[config.mk]
export PLATFORM = sky130hd
export DESIGN_NAME = ascii_integer_parser
export DESIGN_NICKNAME = d
export VERILOG_FILES = /design/src/rtl/aip_pkg.sv /design/src/rtl/ascii_integer_parser.sv
export SDC_FILE = /design/constraint.sdc
export NUM_CORES = 1
export LEC_CHECK = 0
export CAP_MARGIN = 5
export CORE_MARGIN = 5
export CORE_UTILIZATION = 50
export DETAILED_ROUTE_END_ITERATION = 8
export DONT_BUFFER_PORTS = 1
export HOLD_SLACK_MARGIN = 0.12
export PLACE_DENSITY = 0.68
export RECOVER_POWER = 100
export SLEW_MARGIN = 10
export SYNTH_ARGS = -nofsm -noshare
export SYNTH_HDL_FRONTEND = slang
export SYNTH_SLANG_ARGS = --single-unit
[constraint.sdc]
create_clock -name clk -period 9.9 [get_ports clk]
set_clock_uncertainty 0.05 [all_clocks]
set_input_delay 1.98 -clock clk [delete_from_list [all_inputs] [get_ports clk]]
set_output_delay 1.98 -clock clk [all_outputs]
set_load 0.01 [all_outputs]
[src/rtl/aip_pkg.sv]
`timescale 1ns / 1ps

package aip_pkg;

  // Character width taken from the input stream
  localparam int CHAR_BITS = 16;

  localparam int ACC_W  = 64;
  localparam int BASE_W = 5;
  localparam int PROD_W = ACC_W + BASE_W;
  localparam int ADDR_W = 3;
  localparam int DATA_W = 32;

  // Register index, taken from paddr[2]
  localparam logic REG_BASE_SELECT = 1'b0;
  localparam logic REG_SIGNED_MODE = 1'b1;

  // Parse phases
  localparam logic [2:0] PH_LEAD   = 3'd0;
  localparam logic [2:0] PH_ZERO   = 3'd1;
  localparam logic [2:0] PH_NEED   = 3'd2;
  localparam logic [2:0] PH_DIGITS = 3'd3;
  localparam logic [2:0] PH_TRAIL  = 3'd4;

  localparam logic [CHAR_BITS-1:0] CH_SPACE = CHAR_BITS'(8'h20);
  localparam logic [CHAR_BITS-1:0] CH_PLUS  = CHAR_BITS'(8'h2B);
  localparam logic [CHAR_BITS-1:0] CH_MINUS = CHAR_BITS'(8'h2D);
  localparam logic [CHAR_BITS-1:0] CH_0     = CHAR_BITS'(8'h30);
  localparam logic [CHAR_BITS-1:0] CH_9     = CHAR_BITS'(8'h39);
  localparam logic [CHAR_BITS-1:0] CH_LC_A  = CHAR_BITS'(8'h61);
  localparam logic [CHAR_BITS-1:0] CH_LC_F  = CHAR_BITS'(8'h66);
  localparam logic [CHAR_BITS-1:0] CH_UC_A  = CHAR_BITS'(8'h41);
  localparam logic [CHAR_BITS-1:0] CH_UC_F  = CHAR_BITS'(8'h46);
  localparam logic [CHAR_BITS-1:0] CH_LC_X  = CHAR_BITS'(8'h78);
  localparam logic [CHAR_BITS-1:0] CH_UC_X  = CHAR_BITS'(8'h58);

  localparam logic [BASE_W-1:0] BASE_AUTO = 5'd0;
  localparam logic [BASE_W-1:0] BASE_DEC  = 5'd10;
  localparam logic [BASE_W-1:0] BASE_HEX  = 5'd16;

  localparam logic [ACC_W-1:0] SIGNED_MIN_MAG = {1'b1, {(ACC_W-1){1'b0}}};

  // One finished result: ok flag, sign and magnitude
  typedef struct packed {
    logic             ok;
    logic             neg;
    logic [ACC_W-1:0] mag;
  } result_t;

endpackage

[src/rtl/ascii_integer_parser.sv]
`timescale 1ns / 1ps

// ascii_integer_parser
//
// Parses a number string, one character per input transaction, into a 64-bit
// integer (signed or unsigned, base 1..31 or auto with 0x prefix).
// Input stream: s_tdata carries the character code, s_tuser says whether the
// character is present, s_tlast closes the string. Only the transaction with
// s_tlast gives a result: m_tuser is the ok flag, m_tdata the value (0 when
// ok is low). The APB port holds base_select (0x0) and signed_mode (0x4);
// write them only while no string is in flight.
// Throughput: one character per cycle while s_tready is high, set by the single
// multiply-add and overflow check between the parse state registers. The result
// is registered into the output register, or into the skid register if it is full.
// When the receiver stalls, one result waits in the output register and one
// more in a skid register; the parser keeps taking characters until the skid
// register is full, then drops s_tready until the output moves.
// Reset (rst, synchronous): parse state cleared, outputs empty,
// base_select = 0 (auto), signed_mode = 1.

module ascii_integer_parser (
  input  logic                    clk,
  input  logic                    rst,
  // APB configuration
  input  logic                    psel,
  input  logic                    penable,
  input  logic                    pwrite,
  input  logic [aip_pkg::ADDR_W-1:0] paddr,
  input  logic [aip_pkg::DATA_W-1:0] pwdata,
  output logic [aip_pkg::DATA_W-1:0] prdata,
  output logic                    pready,
  // Character stream
  input  logic                    s_tvalid,
  output logic                    s_tready,
  input  logic [15:0]             s_tdata,   // [15:0] char_code
  input  logic                    s_tuser,   // [0] char_present
  input  logic                    s_tlast,
  // Result stream
  output logic                    m_tvalid,
  input  logic                    m_tready,
  output logic [63:0]             m_tdata,   // [63:0] value_bits
  output logic                    m_tuser    // [0] ok
);
  import aip_pkg::*;

  // Configuration registers
  logic [BASE_W-1:0] base_select;
  logic              signed_mode;

  // Parse state
  logic [2:0]        phase;
  logic [ACC_W-1:0]  accumulator;
  logic              negative;
  logic [BASE_W-1:0] active_base;
  logic              min_reached;
  logic              failed;

  logic [2:0]        phase_next;
  logic [ACC_W-1:0]  accumulator_next;
  logic              negative_next;
  logic [BASE_W-1:0] active_base_next;
  logic              min_reached_next;
  logic              failed_next;

  // Output register and skid register
  result_t           out_res;
  result_t           skid_res;
  logic              skid_valid;
  result_t           res_new;

  logic              in_take;
  logic              res_in;
  logic              out_free;

  // Datapath signals
  logic [CHAR_BITS-1:0] ch;
  logic                 is_space;
  logic [BASE_W-1:0]    cur_base;
  logic [BASE_W-1:0]    eff_base;
  logic                 is_dec;
  logic                 is_hex_lc;
  logic                 is_hex_uc;
  logic                 is_digit;
  logic [3:0]           digit_val;
  logic [PROD_W-1:0]    prod;
  logic [ACC_W:0]       sum;
  logic                 dig_fail;
  logic                 dig_min;
  logic                 res_ok;

  // ------------------------------------------------------------------
  // APB: writes land on the access cycle, reads are plain muxes
  // ------------------------------------------------------------------
  assign pready = 1'b1;

  always_ff @(posedge clk) begin
    if (rst) begin
      base_select <= BASE_AUTO;
      signed_mode <= 1'b1;
    end else if (psel && penable && pwrite && pready) begin
      case (paddr[2])
        REG_BASE_SELECT: base_select <= pwdata[BASE_W-1:0];
        REG_SIGNED_MODE: signed_mode <= pwdata[0];
        default: ;
      endcase
    end
  end

  always_comb begin
    case (paddr[2])
      REG_BASE_SELECT: prdata = DATA_W'(base_select);
      REG_SIGNED_MODE: prdata = DATA_W'(signed_mode);
      default:         prdata = '0;
    endcase
  end

  // ------------------------------------------------------------------
  // Character decode and multiply-add
  // ------------------------------------------------------------------
  assign ch       = s_tdata[CHAR_BITS-1:0];
  assign is_space = (ch == CH_SPACE);

  // The base is latched at the first non-space character, so a digit in the
  // leading phase already uses base_select.
  assign cur_base = (phase == PH_LEAD) ? base_select : active_base;
  assign eff_base = (cur_base == BASE_AUTO) ? BASE_DEC : cur_base;

  assign is_dec    = (ch >= CH_0) && (ch <= CH_9);
  assign is_hex_lc = (eff_base == BASE_HEX) && (ch >= CH_LC_A) && (ch <= CH_LC_F);
  assign is_hex_uc = (eff_base == BASE_HEX) && (ch >= CH_UC_A) && (ch <= CH_UC_F);
  assign is_digit  = is_dec || is_hex_lc || is_hex_uc;
  // '0' has low nibble 0; 'a' and 'A' have low nibble 1
  assign digit_val = is_dec ? ch[3:0] : 4'(ch[3:0] + 4'd9);

  // The full product shows the overflow directly: acc > MAX/base exactly when
  // acc*base > MAX.
  assign prod = PROD_W'(accumulator) * PROD_W'(eff_base);
  assign sum  = {1'b0, prod[ACC_W-1:0]} + (ACC_W+1)'(digit_val);

  always_comb begin
    dig_min = 1'b0;
    if (!is_digit) begin
      dig_fail = 1'b1;
    end else if (signed_mode) begin
      dig_fail = min_reached || (prod[PROD_W-1:ACC_W-1] != '0);
      // Magnitude past the signed maximum: only exact 2^63 with '-' survives
      if (!dig_fail && sum[ACC_W-1]) begin
        if ((sum[ACC_W-1:0] == SIGNED_MIN_MAG) && negative) begin
          dig_min = 1'b1;
        end else begin
          dig_fail = 1'b1;
        end
      end
    end else begin
      dig_fail = (prod[PROD_W-1:ACC_W] != '0) || sum[ACC_W];
    end
  end

  // ------------------------------------------------------------------
  // Parse state update
  // ------------------------------------------------------------------
  always_comb begin
    phase_next       = phase;
    accumulator_next = accumulator;
    negative_next    = negative;
    active_base_next = active_base;
    min_reached_next = min_reached;
    failed_next      = failed;

    if (s_tuser && !failed) begin
      case (phase)
        PH_LEAD: begin
          if (!is_space) begin
            active_base_next = base_select;
            if (ch == CH_PLUS) begin
              phase_next = PH_NEED;
            end else if (ch == CH_MINUS) begin
              if (!signed_mode) begin
                failed_next = 1'b1;
              end else begin
                negative_next = 1'b1;
                phase_next    = PH_NEED;
              end
            end else if (ch == CH_0) begin
              phase_next = PH_ZERO;
            end else if (dig_fail) begin
              failed_next = 1'b1;
            end else begin
              accumulator_next = sum[ACC_W-1:0];
              min_reached_next = min_reached || dig_min;
              phase_next       = PH_DIGITS;
            end
          end
        end
        PH_ZERO: begin
          if (is_space) begin
            phase_next = PH_TRAIL;
          end else if ((ch == CH_LC_X) || (ch == CH_UC_X)) begin
            // A prefix is only legal with the auto base
            if (active_base != BASE_AUTO) begin
              failed_next = 1'b1;
            end else begin
              active_base_next = BASE_HEX;
              phase_next       = PH_NEED;
            end
          end else if (dig_fail) begin
            failed_next = 1'b1;
          end else begin
            accumulator_next = sum[ACC_W-1:0];
            min_reached_next = min_reached || dig_min;
            phase_next       = PH_DIGITS;
          end
        end
        PH_NEED, PH_DIGITS: begin
          if (is_space) begin
            // A space right after a sign or prefix is an error
            if (phase == PH_NEED) begin
              failed_next = 1'b1;
            end else begin
              phase_next = PH_TRAIL;
            end
          end else if (dig_fail) begin
            failed_next = 1'b1;
          end else begin
            accumulator_next = sum[ACC_W-1:0];
            min_reached_next = min_reached || dig_min;
            phase_next       = PH_DIGITS;
          end
        end
        default: begin
          // Trailing phase: only spaces may follow
          if (!is_space) begin
            failed_next = 1'b1;
          end
        end
      endcase
    end
  end

  // Result as seen after this character
  assign res_ok = !failed_next &&
                  ((phase_next == PH_ZERO) || (phase_next == PH_DIGITS) ||
                   (phase_next == PH_TRAIL));

  always_comb begin
    res_new.ok  = res_ok;
    res_new.neg = res_ok && negative_next;
    res_new.mag = res_ok ? accumulator_next : '0;
  end

  // ------------------------------------------------------------------
  // Handshakes
  // ------------------------------------------------------------------
  assign s_tready = !skid_valid;
  assign in_take  = s_tvalid && s_tready;
  assign res_in   = in_take && s_tlast;
  assign out_free = !m_tvalid || m_tready;

  // Advance the parse state on every transaction; clear it after the last one
  always_ff @(posedge clk) begin
    if (rst) begin
      phase       <= PH_LEAD;
      accumulator <= '0;
      negative    <= 1'b0;
      active_base <= BASE_AUTO;
      min_reached <= 1'b0;
      failed      <= 1'b0;
    end else if (in_take) begin
      if (s_tlast) begin
        phase       <= PH_LEAD;
        accumulator <= '0;
        negative    <= 1'b0;
        active_base <= BASE_AUTO;
        min_reached <= 1'b0;
        failed      <= 1'b0;
      end else begin
        phase       <= phase_next;
        accumulator <= accumulator_next;
        negative    <= negative_next;
        active_base <= active_base_next;
        min_reached <= min_reached_next;
        failed      <= failed_next;
      end
    end
  end

  // Output valid and skid valid
  always_ff @(posedge clk) begin
    if (rst) begin
      m_tvalid   <= 1'b0;
      skid_valid <= 1'b0;
    end else if (out_free) begin
      // Skid full means no new result this cycle (s_tready is low)
      m_tvalid   <= skid_valid || res_in;
      skid_valid <= 1'b0;
    end else if (res_in) begin
      skid_valid <= 1'b1;
    end
  end

  // Result payload: drain the skid first, park a new result when stalled
  always_ff @(posedge clk) begin
    if (out_free) begin
      if (skid_valid) begin
        out_res <= skid_res;
      end else if (res_in) begin
        out_res <= res_new;
      end
    end else if (res_in) begin
      skid_res <= res_new;
    end
  end

  // Apply the sign on the way out
  assign m_tuser = out_res.ok;
  assign m_tdata = out_res.neg ? (ACC_W'(0) - out_res.mag) : out_res.mag;

endmodule

=== Word-level counts from Yosys, hierarchy flattened ===
Cells that the tools add are included.
Widths: inputs -> output; s select.

* Bits in read-only memories: 0
* Memory bits (writable): 0
* Memories kept: 0
* Register bits after elaboration: 215
* Logic and storage cells: 178
* Latch bits: 0

* Multiplexer cells: 81
* Order comparisons: 6
* Add/subtract/negate cells: 3
* Div/mod/pow operators: 0
* Reduce and logical (&&, ||, !) cells: 46
* Equal/unequal tests: 23
* Shift-type cells: 0
* Multiply operators: 1
* Bitwise gates (word level): 2

{| class="wikitable"
|+ Operators with widths
! cell !! count
|-
| $mux 64 || 12
|-
| $pmux 64 s3 || 1
|-
| $mux 66 || 2
|-
| $mul 64x5->69 || 1
|-
| $add 64x4->65 || 1
|-
| $eq 16x6->1 const B || 4
|-
| $eq 64x64->1 const B || 1
|-
| $pmux 32 s2 || 1
|-
| $sub 1x64->64 const A || 1
|-
| $mux 5 || 8
|-
| $mux 1 || 39
|-
| $mux 3 || 13
|-
| $eq 16x7->1 const B || 2
|-
| $ge 16x7->1 const B || 2
|-
| $le 16x7->1 const B || 2
|-
| $ne 3x3->1 const B || 9
|-
| $ge 16x6->1 const B || 1
|-
| $le 16x6->1 const B || 1
|-
| $logic_and 1x1->1 || 14
|-
| $logic_or 1x1->1 || 10
|-
| $pmux 5 s2 || 1
|-
| $reduce_and 10->1 || 1
|-
| $reduce_bool 5->1 || 2
|-
| $eq 3x2->1 const B || 3
|-
| other kinds (18) || 30
|}

=== Logic depth before layout (Yosys ltp) ===
* Depth after elaboration: 26
* Depth in mapped cells: 38
* Gate-level depth less buffers: 29

=== Least setup slack after synthesis ===
Ideal clock, no wire load.

* Kind: reg2reg
* From: reg phase[1]
* To: reg out_res[36] in the netlist's numbering, data pin
* Arrival time: 9,449 ps
* Required time: 9,591 ps
* Buffers on the path: 7
* Period minus slack after synthesis: 9,759 ps
* Path slack: 141 ps
* Stages on the path, launching flop included: 36
* Cell sequence: dfxtp_1 clkbuf_1 nor3_1 mux2_2 or3_1 nor2_1 nor3_1 a21oi_1 clkbuf_1 and2_1 fa_1 fa_1 inv_1 fa_1 inv_1 ha_1 buf_4 a21oi_1 o21ai_1 a211o_1 and3_1 nor2_1 xor2_1 or4_1 clkbuf_1 or4_1 buf_2 nor4_4 xnor2_1 or4_1 clkbuf_1 o22a_1 mux2i_4 o211ai_2 buf_2 o21ai_1

* Word-level cells in the longest chain between the ends: 26
* Elaborated cells on any way between the ends: 73

{| class="wikitable"
|+ RTL lines
! what !! line !! RTL
|-
| start: declaration || ascii_integer_parser.sv:51 || <nowiki>logic [2:0] phase;</nowiki>
|-
| start signal: assignment || ascii_integer_parser.sv:277 || <nowiki>phase <= phase_next;</nowiki>
|-
| $logic_not 3->1 || ascii_integer_parser.sv:125, ascii_integer_parser.sv:171 ||
|-
| $mux 5 || ascii_integer_parser.sv:125 || <nowiki>assign cur_base = (phase == PH_LEAD) ? base_select : active_base;</nowiki>
|-
| $logic_not 5->1 || ascii_integer_parser.sv:126 || <nowiki>assign eff_base = (cur_base == BASE_AUTO) ? BASE_DEC : cur_base;</nowiki>
|-
| $mux 5 || ascii_integer_parser.sv:126 ||
|-
| $mul 64x5->69 || ascii_integer_parser.sv:137 || <nowiki>assign prod = PROD_W'(accumulator) * PROD_W'(eff_base);</nowiki>
|-
| $add 64x4->65 or $reduce_bool 6->1 (tied branches) || ascii_integer_parser.sv:138, ascii_integer_parser.sv:145 ||
|-
| $eq 64x64->1 or $logic_or 1x1->1 (tied branches) || ascii_integer_parser.sv:148, ascii_integer_parser.sv:145 ||
|-
| $logic_and 1x1->1 or $logic_not 1->1 (tied branches) || ascii_integer_parser.sv:148, ascii_integer_parser.sv:147 ||
|-
| [9 not listed] || - ||
|-
| $pmux 3 s3 || ascii_integer_parser.sv:171 || <nowiki>case (phase)</nowiki>
|-
| $mux 3 || ascii_integer_parser.sv:170 || <nowiki>if (s_tuser && !failed) begin</nowiki>
|-
| $eq 3x1->1 or $eq 3x2->1 (tied branches) || ascii_integer_parser.sv:242 || <nowiki>((phase_next == PH_ZERO) || (phase_next == PH_DIGITS) ||</nowiki>
|-
| $logic_or 1x1->1 (2 in a row) || ascii_integer_parser.sv:242 ||
|-
| $logic_and 1x1->1 || ascii_integer_parser.sv:241 || <nowiki>assign res_ok = !failed_next &&</nowiki>
|-
| $mux 64 (*) || ascii_integer_parser.sv:248 || <nowiki>res_new.mag = res_ok ? accumulator_next : '0;</nowiki>
|-
| $mux 66 (*) || ascii_integer_parser.sv:306 || <nowiki>end else if (res_in) begin</nowiki>
|-
| $mux 66 (*) || ascii_integer_parser.sv:304 || <nowiki>if (skid_valid) begin</nowiki>
|-
| end signal: assignment || ascii_integer_parser.sv:305 || <nowiki>out_res <= skid_res;</nowiki>
|-
| end signal: assignment || ascii_integer_parser.sv:307 || <nowiki>out_res <= res_new;</nowiki>
|-
| end: declaration || ascii_integer_parser.sv:66 || <nowiki>result_t out_res;</nowiki>
|}

Every way passes the cells marked *; elsewhere a longest branch is shown, timed or not. The select of a mux whose other input is x is not followed.
A chain may end at the register's enable or synchronous reset.

=== Worst setup path in the final report ===
* From: reg phase[0]
* To: reg out_res[17] in the netlist's numbering, data pin

Same word-level chain as after synthesis.

==> impl_results.md <==
* Status: finished, violations left
* Failing checks: max-capacitance violations, max-slew violations
* Hold wc startpoint: active_base[4]$_SDFFE_PP0P_
* Startpoint Class: flop
* Initial antenna violation count at 0
* H-tree depth at 1
* EDFF count, synth at 132
* Setup_tns at 0 ns
* Crit. path cell count at 35
* Crit path capture type: flop
* RR Endpoint: out_res[17]$_DFFE_PP_
* Synth Area per Inst at 8.31 um2
* Leakage at 10.9 nW
* Num Clock Sinks at 215
* CTS buffer count at 22
* WL/cell at 20.9 um
* Final min period at 9.70 ns
* IO Count at 160
* Max-cap violations at 3
* Number of distinct library cells after synthesis at 99
* Worst VDD drop at 82.5 uV
* Worst hold endpoint: active_base[4]$_SDFFE_PP0P_
* CTS max path bufs at 3
* Vias per cell at 6.04
* Slew headroom at -153%
* Worst hold path class: reg -> reg
* Sw Share at 23.5%
* Die X at 232 um
* Row cnt at 81
* P_int at 0.00148 W
* Worst r2r path cells at 35
* Share of async-settable or async-resettable flops after synthesis at 0%
* WHS Path Cells at 2
* First-pass DRT Iterations at 5
* Family with the most delay on the worst path: simple AND/OR/NAND/NOR gates
* Clock power share at 43.0%
* Cell area after layout at 0.0276 mm2
* Fmax achieved at 0.103 GHz
* GR Overflow Total at 0
* Setup Viol. Count Final at 0
* Fin crit share at 98.0%
* Area Growth Syn to Fin at 11.9%
* Vias at 22.5k
* Gate power share at 6.5%
* Final Hold Fails at 0
* Number of global-route vias before repair at 21.8k
* Worst-Skew Late Latency at 0.51 ns
* Core area at 0.0488 mm2
* Detail Placement HPWL at 60.9 mm
* Slowest cell on the critical path: or4_4
* Critical Path Max Stage Delay at 0.62 ns
* Least-Margin Pin Slew at 3.79 ns
* R2R Setup Slk at 0.20 ns
* Register area share after synthesis at 22.8%
* FF-to-FF Start: phase[0]$_SDFFE_PP0P_
* Worst hold slack at 0.425 ns
* Area after DPL at 0.0263 mm2
* Crit path buf inv count at 10
* Fill cells at 4538
* Count leader, synth: nand2_1
* Critical path class: reg -> reg
* CTS tree: built
* Seq pwr share at 50.5%
* Slew Viols, Final at 199
* Hold buffers post-CTS at 0
* Antenna cells at 0
* DIE AREA at 0.0538 mm2
* Data required, critical path at 10.11 ns
* Post-synthesis cell area at 0.0246 mm2
* Synth warn at 0
* Worst-path fanout max at 18
* Share of cells above drive strength 1 at 11.4%
* Total global-route track usage at 27.9%
* Share of the synthesized area in the top cell type at 16.1%
* Antenna-violating nets left at 0
* Initial detailed-routing violation count at 2054
* #FFs+latches synth at 215
* Sw power at 0.000455 W
* CTS clk-pin slew, worst paths at 0.06 ns
* Synth top cells by count: 314 x nand2_1, 265 x nor2_1, 258 x and2_1, 255 x inv_1, 187 x fa_1
* Cell accounting for the most synthesized area: edfxtp_1
* CP arrival at 9.91 ns
* DRC Markers at 0
* Gpl congestion at 1.07
* Pwr Density at 70.2 mW/mm2
* CTS root buf: clkbuf_16
* Nets at 3372
* Global-route wire length before repair at 122 mm
* Initial Util at 50.4%
* Count of buffers from port buffering at 0
* Layout Utilization at 56.4%
* Ys flop type: edfxtp_1
* Routed wire length at 77.7 mm
* Die extent in y at 232 um
* Synth area leaders: edfxtp_1 16%, fa_1 15%, dfxtp_1 6.7%
* Largest net degree at the start of global routing at 81
* Mapped Cells at 2966
registers in the layout (all words and copies together) (netlist names):
signal       count
skid_res        66
out_res         65
accumulator     64
active_base      5
base_select      5
phase            3
failed           1
m_tuser          1
m_tvalid         1
min_reached      1
negative         1
signed_mode      1
skid_valid       1
metal layers:
layer	part of all wire (%)	up-vias	track usage (%)
met5	0	-	0
met4	2.2	0	5.82
met3	8.9	97	3.23
met2	44	1007	43.7
met1	44	11026	42.0
li1	-	10332	-
layout by cell type (no fill, tap or decap), drive strengths merged, types with 51 or more instances in the layout:
cell and instances:
fa 187, nand2 315, nand4 57, and2 258
a21oi 117, buf 202, edfxtp 132, o21ai 177
mux2i 76, ha 86, nand3 51, nor2 265
a22oi 69, dfxtp 83, inv 256, xnor2 124
cell families after synthesis:
kind of cell	synth area share, %
AO/OA/AOI/OAI	15.8
XOR/XNOR	6.01
adder cells (fa/ha/maj)	19.6
buffers and inverters	7.57
flip-flops	22.8
multiplexers	3.50
other	0.0305
AND/OR/NAND/NOR	24.6
area by class of cell:
type / count / area [um2] / area share, %
sequential: 215 / 5630 / 20.4
multi-input combinational: 2334 / 17600 / 63.9
timing repair buffer: 210 / 1840 / 6.67
inverter: 256 / 961 / 3.49
clock buffer: 29 / 598 / 2.17
tap: 664 / 831 / 3.01
clock inverter: 11 / 105 / 0.381
metrics by stage:
| stage | instances | total power, W | setup WS (ns) |
|---|---|---|---|
| CTS | 3702 | 0.00194 | 0.0414 |
| global placement | 3661 | 0.00111 | -0.0305 |
| finish | 3719 | 0.00193 | 0.197 |
| floorplan | 2992 | 0.00109 | 0.141 |
| global route | 3719 | 0.00199 | -0.0376 |
| detailed placement | 3661 | 0.00111 | -0.105 |
tightest hold or removal path: stages, from the launching register on:
cell,delay [ns]
dfxtp_1,0.32
nand2_1,0.06
a21oi_1,0.05
how the worst max path moves through the flow:
stage,start,to,slack (ns)
2_1_floorplan,phase[1]$_SDFFE_PP0P_,out_res[36]$_DFFE_PP_,0.14
3_3_place_gp,phase[0]$_SDFFE_PP0P_,out_res[52]$_DFFE_PP_,-0.03
3_5_place_dp,phase[0]$_SDFFE_PP0P_,out_res[52]$_DFFE_PP_,-0.10
4_1_cts,phase[0]$_SDFFE_PP0P_,out_res[17]$_DFFE_PP_,0.04
5_1_grt,phase[0]$_SDFFE_PP0P_,out_res[13]$_DFFE_PP_,-0.04
6_report,phase[0]$_SDFFE_PP0P_,out_res[17]$_DFFE_PP_,0.20
power groups by stage:
stage	registers, W	clock network [W]	logic [W]
floorplan	0.000992	0	0.0000986
global placement	0.000994	0	0.000115
detailed placement	0.000995	0	0.000118
CTS	0.000976	0.000842	0.000119
global route	0.000979	0.000880	0.000135
finish	0.000978	0.000831	0.000126
what timing repair did:
item | in CTS | in global routing
pin swaps | 1 | 10
setup buffers | 1 | 12
cloned | 0 | 5
gates resized for setup | 7 | 62
endpoints found under the setup margin | 78 | 195
No activity file was read; power rests on OpenSTA's default activity.
